File: src/rtl/maf_pkg.sv
// Shared types for the moving average filter.
// No dependencies; imported by maf_front, maf_back and the top level.
package maf_pkg;

  // Kind of a queued command, taken from the action field of an input word
  typedef enum logic {
    OP_PRIME  = 1'b0,
    OP_SAMPLE = 1'b1
  } maf_op_e;

  // Status from the back end to the front end
  typedef struct packed {
    logic clearing;
  } maf_ctl_t;

endpackage

File: src/rtl/maf_front.sv
// Front end of the moving average filter: input handshake, classification
// and a two-entry command queue toward the back end. Depends on maf_pkg.
module maf_front #(
  parameter int SAMPLE_BITS = 14
) (
  input  logic                   clk_i,
  input  logic                   rst_ni,
  input  logic                   in_valid_i,
  output logic                   in_stall_o,
  input  logic                   action_i,
  input  logic [SAMPLE_BITS-1:0] sample_i,
  input  maf_pkg::maf_ctl_t      ctl_i,
  input  logic                   cmd_pop_i,
  output logic                   cmd_valid_o,
  output maf_pkg::maf_op_e       cmd_op_o,
  output logic [SAMPLE_BITS-1:0] cmd_value_o
);
  import maf_pkg::*;

  localparam int Depth = 2;

  maf_op_e                op_q  [Depth];
  logic [SAMPLE_BITS-1:0] val_q [Depth];
  logic                   wr_ptr_q, wr_ptr_d;
  logic                   rd_ptr_q, rd_ptr_d;
  logic [1:0]             count_q, count_d;
  logic                   push, pop, full;
  maf_op_e                op_in;

  assign full       = (count_q == 2'(Depth));
  // Hold off new words while the queue is full or the ring is being cleared after reset
  assign in_stall_o = full | ctl_i.clearing;
  assign push       = in_valid_i & ~in_stall_o;
  assign pop        = cmd_pop_i & cmd_valid_o;

  always_comb begin
    unique case (action_i)
      1'b0:    op_in = OP_PRIME;
      default: op_in = OP_SAMPLE;
    endcase
  end

  always_comb begin
    wr_ptr_d = push ? ~wr_ptr_q : wr_ptr_q;
    rd_ptr_d = pop  ? ~rd_ptr_q : rd_ptr_q;
    count_d  = count_q + {1'b0, push} - {1'b0, pop};
  end

  always_ff @(posedge clk_i or negedge rst_ni) begin
    if (!rst_ni) begin
      wr_ptr_q <= 1'b0;
      rd_ptr_q <= 1'b0;
      count_q  <= '0;
    end else begin
      wr_ptr_q <= wr_ptr_d;
      rd_ptr_q <= rd_ptr_d;
      count_q  <= count_d;
    end
  end

  always_ff @(posedge clk_i) begin
    if (push) begin
      op_q[wr_ptr_q]  <= op_in;
      val_q[wr_ptr_q] <= sample_i;
    end
  end

  assign cmd_valid_o = (count_q != 2'd0);
  assign cmd_op_o    = op_q[rd_ptr_q];
  assign cmd_value_o = val_q[rd_ptr_q];

endmodule

File: config.mk
export PLATFORM = sky130hd
export DESIGN_NAME = maf_front
export DESIGN_NICKNAME = d
export VERILOG_FILES = /design/src/rtl/maf_pkg.sv /design/src/rtl/maf_front.sv
export SDC_FILE = /design/constraint.sdc
export NUM_CORES = 1
export LEC_CHECK = 0
export ABC_AREA = 0
export BUFFER_PORTS_ARGS = -buffer_cell sky130_fd_sc_hd__buf_2
export CORE_MARGIN = 4
export CORE_UTILIZATION = 53
export CTS_BUF_LIST = sky130_fd_sc_hd__clkbuf_2 sky130_fd_sc_hd__clkbuf_4 sky130_fd_sc_hd__clkbuf_8
export DETAILED_ROUTE_END_ITERATION = 10
export GPL_TIMING_DRIVEN = 0
export PLACE_DENSITY = 0.81
export SYNTH_ARGS = -nofsm -noshare
export SYNTH_HDL_FRONTEND = slang
export SYNTH_SLANG_ARGS = --single-unit
File: constraint.sdc
create_clock -name clk_i -period 2 [get_ports clk_i]
set_input_delay 0.2 -clock clk_i [delete_from_list [all_inputs] [get_ports clk_i]]
set_output_delay 0.2 -clock clk_i [all_outputs]
set_load 0.02 [all_outputs]
==> results by group <==
Outcome
  – Status: finished, violations left
  – Failing checks: setup timing

Pwr
  – Leakage power: 0.663 nW
  – Seq pwr share: 45.3%
  – Sw Pwr: 676 uW
  – Int Pwr: 1.43 mW
  – Clock power share: 16.9%
  – Tot Pwr: 2.10 mW
  – Combinational share of power: 37.8%
  – Net Sw Frac: 32.1%
  – Worst IR drop on VDD: 1.01 mV
  – Pwr Density: 1300 mW/mm^2

Run
  – Max Cap Viol: 0

Detailed routing
  – Metal1 wirelength: 653 um
  – Met2 wire len: 925 um
  – DR DRC count: 0
  – Initial detailed-routing violation count: 17
  – Final ANT Viol Nets: 0
  – Wire length on met3: 181 um
  – Via density: 4.72
  – Highest metal used: met3
  – Routed vias: 656
  – Final WL: 1.76 mm
  – Drt first pass iters: 4
  – WL per Instance: 12.7 um

Placement
  – Port buffer count: 36
  – DP Worst Slack: -0.0838 ns
  – Routability cong.: 0.642
  – Post-DP Area: 0.00155 mm^2
  – Detail Placement HPWL: 1.29 mm

Timing
  – Highest Clock Rate: 482 MHz
  – Final hold vios: 0
  – Fin crit period: 2.07 ns
  – Clk_skew: 0.00772 ns
  – Hold Slack: 0.0592 ns
  – Worst setup margin: -0.0735 ns
  – RSZ-0062 raised after global routing: yes
  – Tcrit/Tclk final: 104%
  – Worst slew pin tran: 1.28 ns
  – Final setup fails: 30
  – Worst relative slew slack: 14.1%
  – Final Slew Violations: 0

Yosys
  – Register bit total from synthesis: 34
  – Seq/Total Area, Yosys: 74.8%
  – Syn Inst Count: 66
  – Syn Nets: 88
  – Synth Area in XOR/XNOR: 2.62%
  – Adder-cell share of the synthesized area: 1.87%
  – Syn avg cell area: 20.3 um^2
  – Post-synthesis simple-gate area fraction: 3.36%
  – Synth Area in Compound Gates: 0%
  – Yosys cell types: 14
  – Synthesized cell area: 0.00134 mm^2
  – Mux share of post-synthesis cell area: 15.1%
  – Largest family of logic cells by synthesized area: multiplexers
  – Synth Warn #: 0

Critical path
  – Largest stage delay, worst path: 1.00 ns
  – Worst flop-to-flop path endpoint: val_q[1][8]
  – Critical Path AT: 2.01 ns
  – Setup crit end kind: flop
  – R2R setup slack: -0.07 ns
  – Reg2reg start: count_q[1]
  – Crit Path Category: flop to flop
  – Critical-path cell list: nand2b_1 > nand3b_1 > nor2_1
  – CP Launch Type: flop
  – CP max FO: 15
  – Path depth of the worst reg2reg path: 3
  – Slowest CP cell: nor2_1
  – Data required, critical path: 1.94 ns

Finish
  – Share of post-route cells with drive strength above 1: 56.8%
  – Filler cells: 170
  – Fin nets: 132
  – Final instance area: 0.00162 mm^2
  – Synth-to-Final Area Change: 21.2%
  – Core Util, Final: 70.6%
  – Ant. Diodes: 0

Clocking
  – # H-tree levels: 2
  – Root Buffer: clkbuf_4
  – Post-CTS Resized: 0
  – Clock Tree Buf Depth: 2
  – Postcts setup bufs: 0
  – CTS tree: done
  – Worst-skew pair later-pin latency: 0.32 ns
  – Clock Sinks: 34
  – CTS Buf Count: 5
  – Clock slew at reported path FFs: 0.11 ns

Min path
  – Number of cells on the worst hold path: 1
  – Hold path endpoint: val_q[1][13]
  – Worst hold path type: primary input to flop
  – Hold Path Origin: sample_i[13]

Die
  – Io pins: 37
  – Die X: 58.3 um
  – Initial Utilization: 58.3%
  – Die Y: 58.3 um
  – # rows: 17
  – Placeable Area: 0.00230 mm^2
  – Die area: 0.00339 mm^2

Global route
  – Initial antenna violation count: 0
  – Vias in the first global route: 668
  – GR Overflow Total: 0
  – Global-route wire length before repair: 2.86 mm
  – Gr usage total: 11.7%
  – Largest net degree at the start of global routing: 16
routing by layer:
metal / global-route usage, % / vias up
li1: - / 332
met1: 12.1 / 296
met2: 20.7 / 28
met3: 6.01 / 0
met4: 2.98 / 0
met5: 0 / -
critical path, delay by kind of cell (launching register included):
family / cells / cell delay, ns
simple gates: 3 / 1.27
flops: 1 / 0.42
cell type report:
cell class                 instances  area (um^2)  share of cell area, %
tap                               28         35.0                   2.16
clock inverter                     3         21.3                   1.31
clock buffer                       5         37.5                   2.31
timing repair buffer              37          190                   11.7
inverter                           2         7.51                  0.463
sequential                        34         1000                   61.7
multi-input combinational         28          308                   19.0
buffer                             2         22.5                   1.39
stage by stage:
stage	setup TNS, ns	cells
after floorplan	0	66
after global placement	-1.23	130
after detailed placement	-2.26	130
after CTS	-2.66	139
after global routing	-6.12	139
final	-1.37	139
placed cells by master (no fill, tap or decap):
cell type	instances
nand3b_1	1
buf_2	36
inv_1	2
xnor2_1	3
xor2_1	1
mux2_4	9
clkinv_2	1
buf_6	2
or2_4	1
clkinv_4	1
ha_1	2
mux2_2	6
and2_4	1
edfxtp_1	30
clkinvlp_4	1
dfrtp_1	4
nor2_1	2
nand2b_1	2
clkbuf_4	5
dlygate4sd3_1	1
power groups by stage:
stage	Sequential, mW	Clock, mW	Combinational [mW]
floorplan	0.956	0	0.620
global placement	0.963	0	0.796
detailed placement	0.969	0	0.810
CTS	0.955	0.371	0.810
global route	0.962	0.414	0.853
finish	0.954	0.355	0.794
synth_stat cells:
master,count,area (um^2)
edfxtp_1,30,901
inv_1,2,7.51
and2_4,1,8.76
mux2_4,9,135
mux2_2,6,67.6
xnor2_1,3,26.3
nor2_1,2,7.51
nand3b_1,1,7.51
xor2_1,1,8.76
dfrtp_1,4,100
ha_1,2,25.0
or2_4,1,8.76
buf_6,2,22.5
nand2b_1,2,12.5
registers in the layout (all words and copies together), names as in the netlist:
signal / cells
rd_ptr_q: 1
wr_ptr_q: 1
op_q: 2
count_q: 2
val_q: 28
logic make-up (layout without fill, tap and decap cells):
group	after synthesis	after routing
adders and majority gates	2	2
DFF	34	34
buffers and inverters	4	49
muxes	15	15
and+or+nand+nor	7	7
xor gates and xnor gates	4	4
how the worst max path moves through the flow:
stage / startpoint / end / slack (ns) / cells past startpoint
6_report: count_q[1] / val_q[1][8] / -0.07 / 3
5_1_grt: count_q[1] / val_q[0][10] / -0.22 / 3
4_1_cts: count_q[1] / val_q[1][10] / -0.11 / 3
3_5_place_dp: count_q[0] / val_q[1][13] / -0.08 / 3
3_3_place_gp: count_q[1] / val_q[1][10] / -0.04 / 3
2_1_floorplan: count_q[1] / op_q[1] / 0.31 / 3
timing repair:
item,4_1_cts,5_1_grt
hold endpoints to repair,4,0
gates cloned,0,0
hold buffers,1,0
endpoints found under the setup margin,30,30
No activity file was read; power rests on OpenSTA's default activity.
